`src/sv/mced_pkg.sv`:
```
// ----------------------------------------------------------------------------
// mced_pkg: shared types for the multi-channel edge debouncer
// Channel state codes, result status codes, register indexes and the
// per-channel memory entry layout.
// ----------------------------------------------------------------------------
package mced_pkg;

    typedef enum logic [1:0]
    {
        BTN_LOW  = 2'd0,
        BTN_HIGH = 2'd1,
        BTN_FALL = 2'd2,
        BTN_RISE = 2'd3
    } btn_state_t;

    typedef enum logic [1:0]
    {
        STAT_OK       = 2'd0,
        STAT_DISABLED = 2'd1,
        STAT_RANGE    = 2'd2
    } status_t;

    localparam logic [1:0] REG_ENABLED       = 2'd0;
    localparam logic [1:0] REG_CHANNEL_COUNT = 2'd1;
    localparam logic [1:0] REG_REPEAT_COUNT  = 2'd2;

    localparam int unsigned CNT_W = 8;

    typedef struct packed
    {
        btn_state_t       state;
        logic [CNT_W-1:0] count;
    } chan_entry_t;

    localparam chan_entry_t ENTRY_RESET = '{state: BTN_HIGH, count: '0};

endpackage

```
`src/sv/mced_store.sv`:
```
// ----------------------------------------------------------------------------
// mced_store: per-channel state memory
// One synchronous memory with a registered read, per-entry valid bits that
// make unwritten entries read as the reset value, and forwarding of a write
// that lands on the same edge as a read of the same entry.
// ----------------------------------------------------------------------------
module mced_store
    import mced_pkg::*;
#(
    parameter int CHANNELS = 8,
    parameter int IDX_W    = 3
)
(
    input  logic             clk,
    input  logic             rst_n,
    input  logic             rd_en,
    input  logic [IDX_W-1:0] rd_addr,
    input  logic             wr_en,
    input  logic [IDX_W-1:0] wr_addr,
    input  chan_entry_t      wr_data,
    output chan_entry_t      rd_data
);

    chan_entry_t           mem [CHANNELS];
    chan_entry_t           mem_q_reg;
    logic [CHANNELS-1:0]   vld_reg;
    logic                  rd_vld_reg;
    logic                  fwd_hit_reg;
    chan_entry_t           fwd_data_reg;

    always_ff @(posedge clk)
    begin
        if (wr_en)
        begin
            mem[wr_addr] <= wr_data;
        end
        if (rd_en)
        begin
            mem_q_reg    <= mem[rd_addr];
            fwd_data_reg <= wr_data;
        end
    end

    always_ff @(posedge clk or negedge rst_n)
    begin
        if (!rst_n)
        begin
            vld_reg     <= '0;
            rd_vld_reg  <= 1'b0;
            fwd_hit_reg <= 1'b0;
        end
        else
        begin
            if (wr_en)
            begin
                vld_reg[wr_addr] <= 1'b1;
            end
            if (rd_en)
            begin
                rd_vld_reg  <= vld_reg[rd_addr];
                // The memory returns the old word when a write hits the same
                // entry on the read edge, so that write is taken from here.
                fwd_hit_reg <= wr_en && (wr_addr == rd_addr);
            end
        end
    end

    always_comb
    begin
        if (fwd_hit_reg)
        begin
            rd_data = fwd_data_reg;
        end
        else if (rd_vld_reg)
        begin
            rd_data = mem_q_reg;
        end
        else
        begin
            rd_data = ENTRY_RESET;
        end
    end

endmodule

```
`src/sv/multi_channel_edge_debouncer_unit.sv`:
```
// ----------------------------------------------------------------------------
// multi_channel_edge_debouncer_unit: counter-based edge debouncer
// Timing: memory is read at the edge that accepts a sample; the update is
// registered into the output register when the update stage advances.
// Throughput: one sample per cycle while the result stream does not stall;
// the channel memory is read and written once per cycle, with same-entry
// forwarding between neighbors.
// Reset: registers return to enabled 0, channel_count 0, repeat_count 4, and
// every channel reads as steady high with a zero counter at once.
// ----------------------------------------------------------------------------
module multi_channel_edge_debouncer_unit
    import mced_pkg::*;
#(
    parameter int CHANNELS = 8
)
(
    input  logic        clk,
    input  logic        rst_n,
    // APB configuration port
    input  logic        psel,
    input  logic        penable,
    input  logic        pwrite,
    input  logic [3:0]  paddr,
    input  logic [31:0] pwdata,
    output logic [31:0] prdata,
    output logic        pready,
    // Sample stream
    input  logic        s_tvalid,
    output logic        s_tready,
    input  logic [7:0]  s_tdata,   // [2:0] channel, [3] level, [7:4] zero
    // Result stream
    output logic        m_tvalid,
    input  logic        m_tready,
    output logic [7:0]  m_tdata    // [1:0] button_state, [3:2] status, [7:4] zero
);

    localparam int IDX_W = (CHANNELS > 1) ? $clog2(CHANNELS) : 1;

    // Configuration registers
    logic       enabled_reg;
    logic [3:0] chan_cnt_reg;
    logic [7:0] repeat_reg;

    // Update stage
    logic       s1_valid_reg;
    logic [2:0] s1_chan_reg;
    logic       s1_level_reg;

    // Output register
    logic       out_valid_reg;
    btn_state_t out_state_reg;
    status_t    out_status_reg;

    logic        in_accept;
    logic        s1_advance;
    logic        cfg_write;
    logic        in_range;
    logic        wr_en;
    chan_entry_t cur_entry;
    chan_entry_t new_entry;
    btn_state_t  steady;
    btn_state_t  res_state;
    status_t     res_status;
    logic [7:0]  cnt_inc;

    // Configuration port
    assign pready    = 1'b1;
    assign cfg_write = psel && penable && pwrite && pready;

    always_ff @(posedge clk or negedge rst_n)
    begin
        if (!rst_n)
        begin
            enabled_reg  <= 1'b0;
            chan_cnt_reg <= 4'd0;
            repeat_reg   <= 8'd4;
        end
        else if (cfg_write)
        begin
            unique case (paddr[3:2])
                REG_ENABLED:       enabled_reg  <= pwdata[0];
                REG_CHANNEL_COUNT: chan_cnt_reg <= pwdata[3:0];
                REG_REPEAT_COUNT:  repeat_reg   <= pwdata[7:0];
                default:           ;
            endcase
        end
    end

    always_comb
    begin
        unique case (paddr[3:2])
            REG_ENABLED:       prdata = {31'd0, enabled_reg};
            REG_CHANNEL_COUNT: prdata = {28'd0, chan_cnt_reg};
            REG_REPEAT_COUNT:  prdata = {24'd0, repeat_reg};
            default:           prdata = 32'd0;
        endcase
    end

    // Handshakes
    assign s1_advance = s1_valid_reg && (!out_valid_reg || m_tready);
    assign s_tready   = !s1_valid_reg || s1_advance;
    assign in_accept  = s_tvalid && s_tready;

    always_ff @(posedge clk or negedge rst_n)
    begin
        if (!rst_n)
        begin
            s1_valid_reg  <= 1'b0;
            out_valid_reg <= 1'b0;
        end
        else
        begin
            if (s_tready)
            begin
                s1_valid_reg <= s_tvalid;
            end
            if (s1_advance)
            begin
                out_valid_reg <= 1'b1;
            end
            else if (m_tready)
            begin
                out_valid_reg <= 1'b0;
            end
        end
    end

    always_ff @(posedge clk)
    begin
        if (in_accept)
        begin
            s1_chan_reg  <= s_tdata[2:0];
            s1_level_reg <= s_tdata[3];
        end
        if (s1_advance)
        begin
            out_state_reg  <= res_state;
            out_status_reg <= res_status;
        end
    end

    mced_store #(
        .CHANNELS (CHANNELS),
        .IDX_W    (IDX_W)
    ) u_store (
        .clk     (clk),
        .rst_n   (rst_n),
        .rd_en   (in_accept),
        .rd_addr (IDX_W'(s_tdata[2:0])),
        .wr_en   (wr_en),
        .wr_addr (IDX_W'(s1_chan_reg)),
        .wr_data (new_entry),
        .rd_data (cur_entry)
    );

    // Channel update
    assign in_range = ({1'b0, s1_chan_reg} < chan_cnt_reg) && (int'(s1_chan_reg) < CHANNELS);
    assign wr_en    = s1_advance && enabled_reg && in_range;
    assign cnt_inc  = cur_entry.count + 8'd1;

    always_comb
    begin
        case (cur_entry.state)
            BTN_FALL: steady = BTN_LOW;
            BTN_RISE: steady = BTN_HIGH;
            default:  steady = cur_entry.state;
        endcase

        new_entry.state = steady;
        if (s1_level_reg == (steady == BTN_HIGH))
        begin
            new_entry.count = 8'd0;
        end
        else if (cnt_inc == repeat_reg)
        begin
            new_entry.state = (steady == BTN_HIGH) ? BTN_FALL : BTN_RISE;
            new_entry.count = 8'd0;
        end
        else
        begin
            new_entry.count = cnt_inc;
        end

        if (!enabled_reg)
        begin
            res_state  = BTN_LOW;
            res_status = STAT_DISABLED;
        end
        else if (!in_range)
        begin
            res_state  = BTN_LOW;
            res_status = STAT_RANGE;
        end
        else
        begin
            res_state  = new_entry.state;
            res_status = STAT_OK;
        end
    end

    assign m_tvalid = out_valid_reg;
    assign m_tdata  = {4'd0, out_status_reg, out_state_reg};

endmodule

```
`config.mk`:
```
export PLATFORM = sky130hd
export DESIGN_NAME = multi_channel_edge_debouncer_unit
export DESIGN_NICKNAME = d
export VERILOG_FILES = /design/src/sv/mced_pkg.sv /design/src/sv/mced_store.sv /design/src/sv/multi_channel_edge_debouncer_unit.sv
export SDC_FILE = /design/constraint.sdc
export NUM_CORES = 1
export LEC_CHECK = 0
export BUFFER_PORTS_ARGS = -buffer_cell sky130_fd_sc_hd__buf_2
export CAP_MARGIN = 10
export CORE_ASPECT_RATIO = 0.8
export CORE_MARGIN = 4
export CORE_UTILIZATION = 56
export CTS_CLUSTER_SIZE = 14
export DETAILED_ROUTE_END_ITERATION = 10
export PLACE_DENSITY = 0.8
export SLEW_MARGIN = 20
export SYNTH_ARGS = -nofsm -noshare
export SYNTH_HDL_FRONTEND = slang
export SYNTH_SLANG_ARGS = --single-unit
```
`constraint.sdc`:
```
create_clock -name clk -period 3.9 [get_ports clk]
set_input_delay 0 -clock clk [delete_from_list [all_inputs] [get_ports clk]]
set_output_delay 0 -clock clk [all_outputs]
set_load 0.01 [all_outputs]
```
; Yosys cells after proc, flatten, opt, wreduce, memory -nomap -nowiden
; Memory sizes are Yosys's and may differ from the RTL's. A register that Yosys moved wholly into a read port is not among the register bits.
; Index checks and enable logic that the tools add are counted.
[word_totals]
mem_count = 1
ram_bits = 80
in_bits = 51
ff_bits = 43
[op_classes]
eq_ne = 8
n_mux = 18
add_sub_neg = 1
n_reduce_logical = 18
bitwise_logic = 1
order_cmp = 4
[memory_table]
columns = name, words, width, rd, rd_clocked_by_memory_dff, write_ports, line
row1 = u_store.mem, 8, 10, 1, 1, 1, mced_store.sv:24  ; chan_entry_t mem [CHANNELS];
[op_table]
columns = cell, count
row1 = case mux 8 bit (3 select lines), 1
row2 = 2-to-1 mux 10 bit, 2
row3 = 2-to-1 mux 8 bit, 2
row4 = "adder 8 x 1 -> 8 bit, second input constant", 1
row5 = equality test 8 bit, 1
row6 = logical AND 1 bit, 8
row7 = "< comparator 3 x 4 -> 1 bit, second input constant", 2
row8 = bitwise OR 8 bit, 1
row9 = AND reduction 2 bit, 4
row10 = 2-to-1 mux 1 bit, 7
row11 = "equality test 2 bit, second input constant", 3
row12 = 2-to-1 mux 2 bit, 3
row13 = "equality test 2 x 1 -> 1 bit, second input constant", 2
row14 = < comparator 3 x 4 -> 1 bit, 1
row15 = case mux 2 bit (2 select lines), 1
row16 = binary-select mux 1 bit (select 3 bit), 1
row17 = demux 1 bit (select 3 bit), 1
row18 = equality test 3 bit, 1
row19 = "greater-or-equal comparator 3 x 1 -> 1 bit, second input constant", 1
row20 = logical NOT 1 bit, 2
row21 = logical NOT 2 bit, 1
row22 = logical OR 1 bit, 2
row23 = nonzero test 2 bit, 1
row24 = equality test 1 bit, 1

; Logic depth before layout (Yosys ltp)
[logic_depth]
word_depth = 8
ltp_mapped = 9
mapped_depth_nobuf = 7

; By module
; Synthesis repeated with hierarchy kept, for this count alone.
[hier_totals]
cells_unflattened = 369
hier_area_um2 = 5948.2
[modules_own_cells]
columns = module, instances, cells_each, area_per_inst_um2
row1 = mced_store, 1, 195, 4264.1
row2 = multi_channel_edge_debouncer_unit, 1, 174, 1684.1

; Worst setup path after synthesis
; Ideal clock, no wire load.
[synth_path]
path_type = register -> register
startpoint = register u_store.fwd_hit_reg
endpoint = register u_store.fwd_data_reg[8] in the netlist's numbering (data pin)
arrival_time_ps = 2693
path_buffers = 1
path_slack_ps = 966
stages_incl_launch_ff = 8
cell_sequence = dfrtp_1 -> nand4b_1 -> a222oi_1 -> and2_4 -> xnor3_1 -> or4_4 -> buf_6 -> mux2i_1
[synth_lines]
columns = item, line
row1 = start: declaration, mced_store.sv:28  ; logic fwd_hit_reg;
row2 = start signal: assignment, mced_store.sv:63  ; fwd_hit_reg <= wr_en && (wr_addr == rd_addr);
row3 = end signal: assignment, mced_store.sv:40  ; fwd_data_reg <= wr_data;
row4 = end: declaration, mced_store.sv:29  ; chan_entry_t fwd_data_reg;

==> out/metrics.cfg <==
[critical_path]
reg2regPathDepth = 7
required_time_at_the_endpoint_of_the_critical_path_ns = 3.98
setup_cp_type = reg2reg
endpoint_kind = register
cp.arrival_ns = 3.61
worstSetupStartpointType = register
cells_along_the_critical_path = nand4b_1 > a222oi_1 > xnor3_1 > nand3_1 > o41ai_2 > buf_4 > nor3_1
top_family_by_delay_on_critical_path = simple AND/OR/NAND/NOR gates
critical_path.slowest_cell = a222oi_1
number_of_stages_on_the_worst_setup_path = 7
timing.critical_path.buf_inv = 1
worst_path_largest_cell_delay_ns = 0.73
path_max_fanout = 16

[timing]
unrepaired_setup_endpoints_after_global_routing = no
relSlewSlack_pct = 40.1
hold_viol_final = 0
fin_setup_tns_ns = 0
whs_ns = 0.0260
final_clock_skew_ns = 0.00980
tightest_slew_ns = 0.892
maxSlewViolCount = 0
setup_viol = 0
timing.fmax_mhz = 283
fin_crit_ns = 3.53
final.period_utilization_pct = 90.5

[synth]
async_reset_ff_share_pct = 20.3
synth-warning-count = 0
synthDistinctLibCells = 57
synth_simple_gate_area_share_pct = 8.43
syn_area_per_cell_um2 = 15.7
synth_enable_flop_cells = 98
arithmetic_cell_share_of_the_synthesized_area_counting_full_adders_half_adders_and_majority_gates_pct = 0.454
post_synthesis_cells = 350
synthFlopType = edfxtp_1
synthesis.area_mm2 = 0.00551
synth.area.top_cells = edfxtp_1 (53%), dfrtp_1 (11%), mux4_2 (8.2%), buf_4 (4.1%), mux2_2 (3.9%)
synth_area_leader_cell = edfxtp_1
yosys.area_share.xor_xnor_pct = 3.00
synth-seq-cells = 123
netlist.area_leader.share_pct = 53.4
synthesized_area_fraction_occupied_by_ao_oa_aoi_and_oai_cells_pct = 5.00
main_combinational_cell_family_by_area_after_synthesis = multiplexers
synth.mux.area_fraction_pct = 12.8
yosysSeqAreaShare_pct = 64.8

[die]
chipHeight_um = 96.7
cell_rows = 32
start_util_pct = 57.3
design.die.area_mm2 = 0.0115
core_area_mm2 = 0.00961
ioPinCount = 94
floorplan.die.width_um = 119

[cells_and_area]
final-instance-count-excl-fill = 553
area_delta_synth_final_pct = 18.8
insertedDiodeCount = 0
final_layout_size_suffix_gt1_share_pct = 30.9
flip_flop_count_of_the_largest_register_after_layout = 72
commonest_cells_after_routing_fill_and_taps_aside = edfxtp_1 (98), buf_2 (34), conb_1 (29)
layout.cells.most_common = edfxtp_1
num-nets-final = 474

[place]
io_buffers = 34
gpl_wtd_cong = 0.765
place_hpwl_um = 6670
place.detailed.instances = 504

[global_route]
grt_first_pass_wirelength_um = 17000
number_of_antenna_violations_at_the_first_check_in_global_routing = 0
grt_overflow_total = 0
grt_start_max_net_pins = 26
grt_pass1_vias = 3059
grt_use_total_pct = 20.0

[routing]
remaining_antenna_violation_count_after_routing = 0
viasPerCell = 5.65
wl_per_cell_um = 19.8
detailedRoute.firstIterationViolations = 229
totalWireLength_um = 10900
via_count = 3123
drt_first_pass_iters = 4
remaining_drc_errors = 0

[clock_tree]
cts_tree = done
clk_path_buf_depth = 2
cts_made_buffers = 17
htreeDepth = 4
cts_root_buf = clkbuf_16
cts_sink_count = 123
clkSlewWorstSetupHoldPaths_ns = 0.05
insertion_delay_ns = 0.41

[power]
peakVddDrop_mv = 0.410
power.leakage_nw = 2.47
power_density_mw_per_mm2 = 574

[hold_path]
worstHoldPathType = in2reg
min_delay_path_depth = 1

[job]
cap_viol_max_count = 0

[status]
outcome = completed

per-stage QoR:
| stage | util (%) | total power, mW | instance area [um^2] | setup slack [ns] |
|---|---|---|---|---|
| 6_report | 68.1 | 3.75 | 6540 | 0.370 |
| 5_1_grt | 68.1 | 3.91 | 6540 | 0.00971 |
| 4_1_cts | 67.9 | 3.77 | 6530 | 0.240 |
| 3_5_place_dp | 59.9 | 2.19 | 5760 | 0.290 |
| 3_3_place_gp | 59.9 | 2.16 | 5760 | 0.483 |
| 2_1_floorplan | - | 2.05 | 5610 | 0.966 |
synthesized netlist by cell type, drive strengths merged (2+ instances only):
master,number
a211oi,2
nand3,6
nor2b,3
o2111ai,2
o21ai,10
o211ai,2
and2,6
buf,35
clkbuf,4
conb,2
inv,8
edfxtp,98
mux4,20
xnor3,2
nor3,7
dfrtp,24
nand4b,3
a22oi,3
xnor2,3
mux2,19
a22o,4
a21oi,2
nand2b,7
nand3b,3
xor2,8
nand2,19
mux2i,4
or2,8
ha,2
nor3b,4
nor2,10
cells by family (layout without fill, tap and decap cells):
group                      Yosys count  after routing
other                                2             29
DFF                                123            123
xor gates and xnor gates            14             14
buffers and inverters               47            104
AOI/OAI and AO/OA                   37             37
and+or+nand+nor                     82             82
adders and majority gates            2              2
muxes                               43             43
what timing repair did:
action	in CTS	in global routing
setup endpoints to repair	0	9
buffers inserted	0	0
resized for setup	0	1
hold endpoints to repair	42	0
hold buffers	17	0
layer usage:
metal | routed length [um] | GRT usage (%) | share of wire, %
met1 | 4360 | 25.5 | 40
met2 | 5560 | 33.0 | 51
met3 | 885 | 5.44 | 8.1
met4 | 135 | 7.57 | 1.2
met5 | 0 | 0 | 0
worst register-to-register path, cell delays in order (launching register included):
cell,delay (ns)
dfrtp_1,0.53
nand4b_1,0.35
a222oi_1,0.73
xnor3_1,0.44
nand3_1,0.16
o41ai_2,0.11
buf_4,0.18
nor3_1,0.72
report_power, final:
group	switching, mW	internal [mW]
Clock	0.559	1.00
Sequential	0.0851	1.59
Combinational	0.279	0.239
area by class of cell:
cell class	count	area, um^2
Multi-Input combinational cell	207	1760
Clock inverter	15	171
Inverter	8	30.0
Sequential cell	123	3570
Clock buffer	17	425
Fill cell	626	3070
Tap cell	119	149
Timing Repair Buffer	64	438
worst paths after layout:
check / from / end / slack (ns)
max in group asynchronous: rst_n / repeat_reg[5]$_DFFE_PN0P_ / 3.38
worst max-delay path: u_store.fwd_hit_reg$_DFFE_PN0P_ / u_store.mem[5][3]$_DFFE_PP_ / 0.37
min in group asynchronous: rst_n / enabled_reg$_DFFE_PN0P_ / 0.13
worst max register to register: u_store.fwd_hit_reg$_DFFE_PN0P_ / u_store.mem[5][3]$_DFFE_PP_ / 0.37
worst min-delay path: s_tdata[2] / s1_chan_reg[2]$_DFFE_PP_ / 0.03
worst min register to register: u_store.vld_reg[7]$_DFFE_PN0P_ / u_store.vld_reg[7]$_DFFE_PN0P_ / 0.46
(Power assumes the default switching activity.)
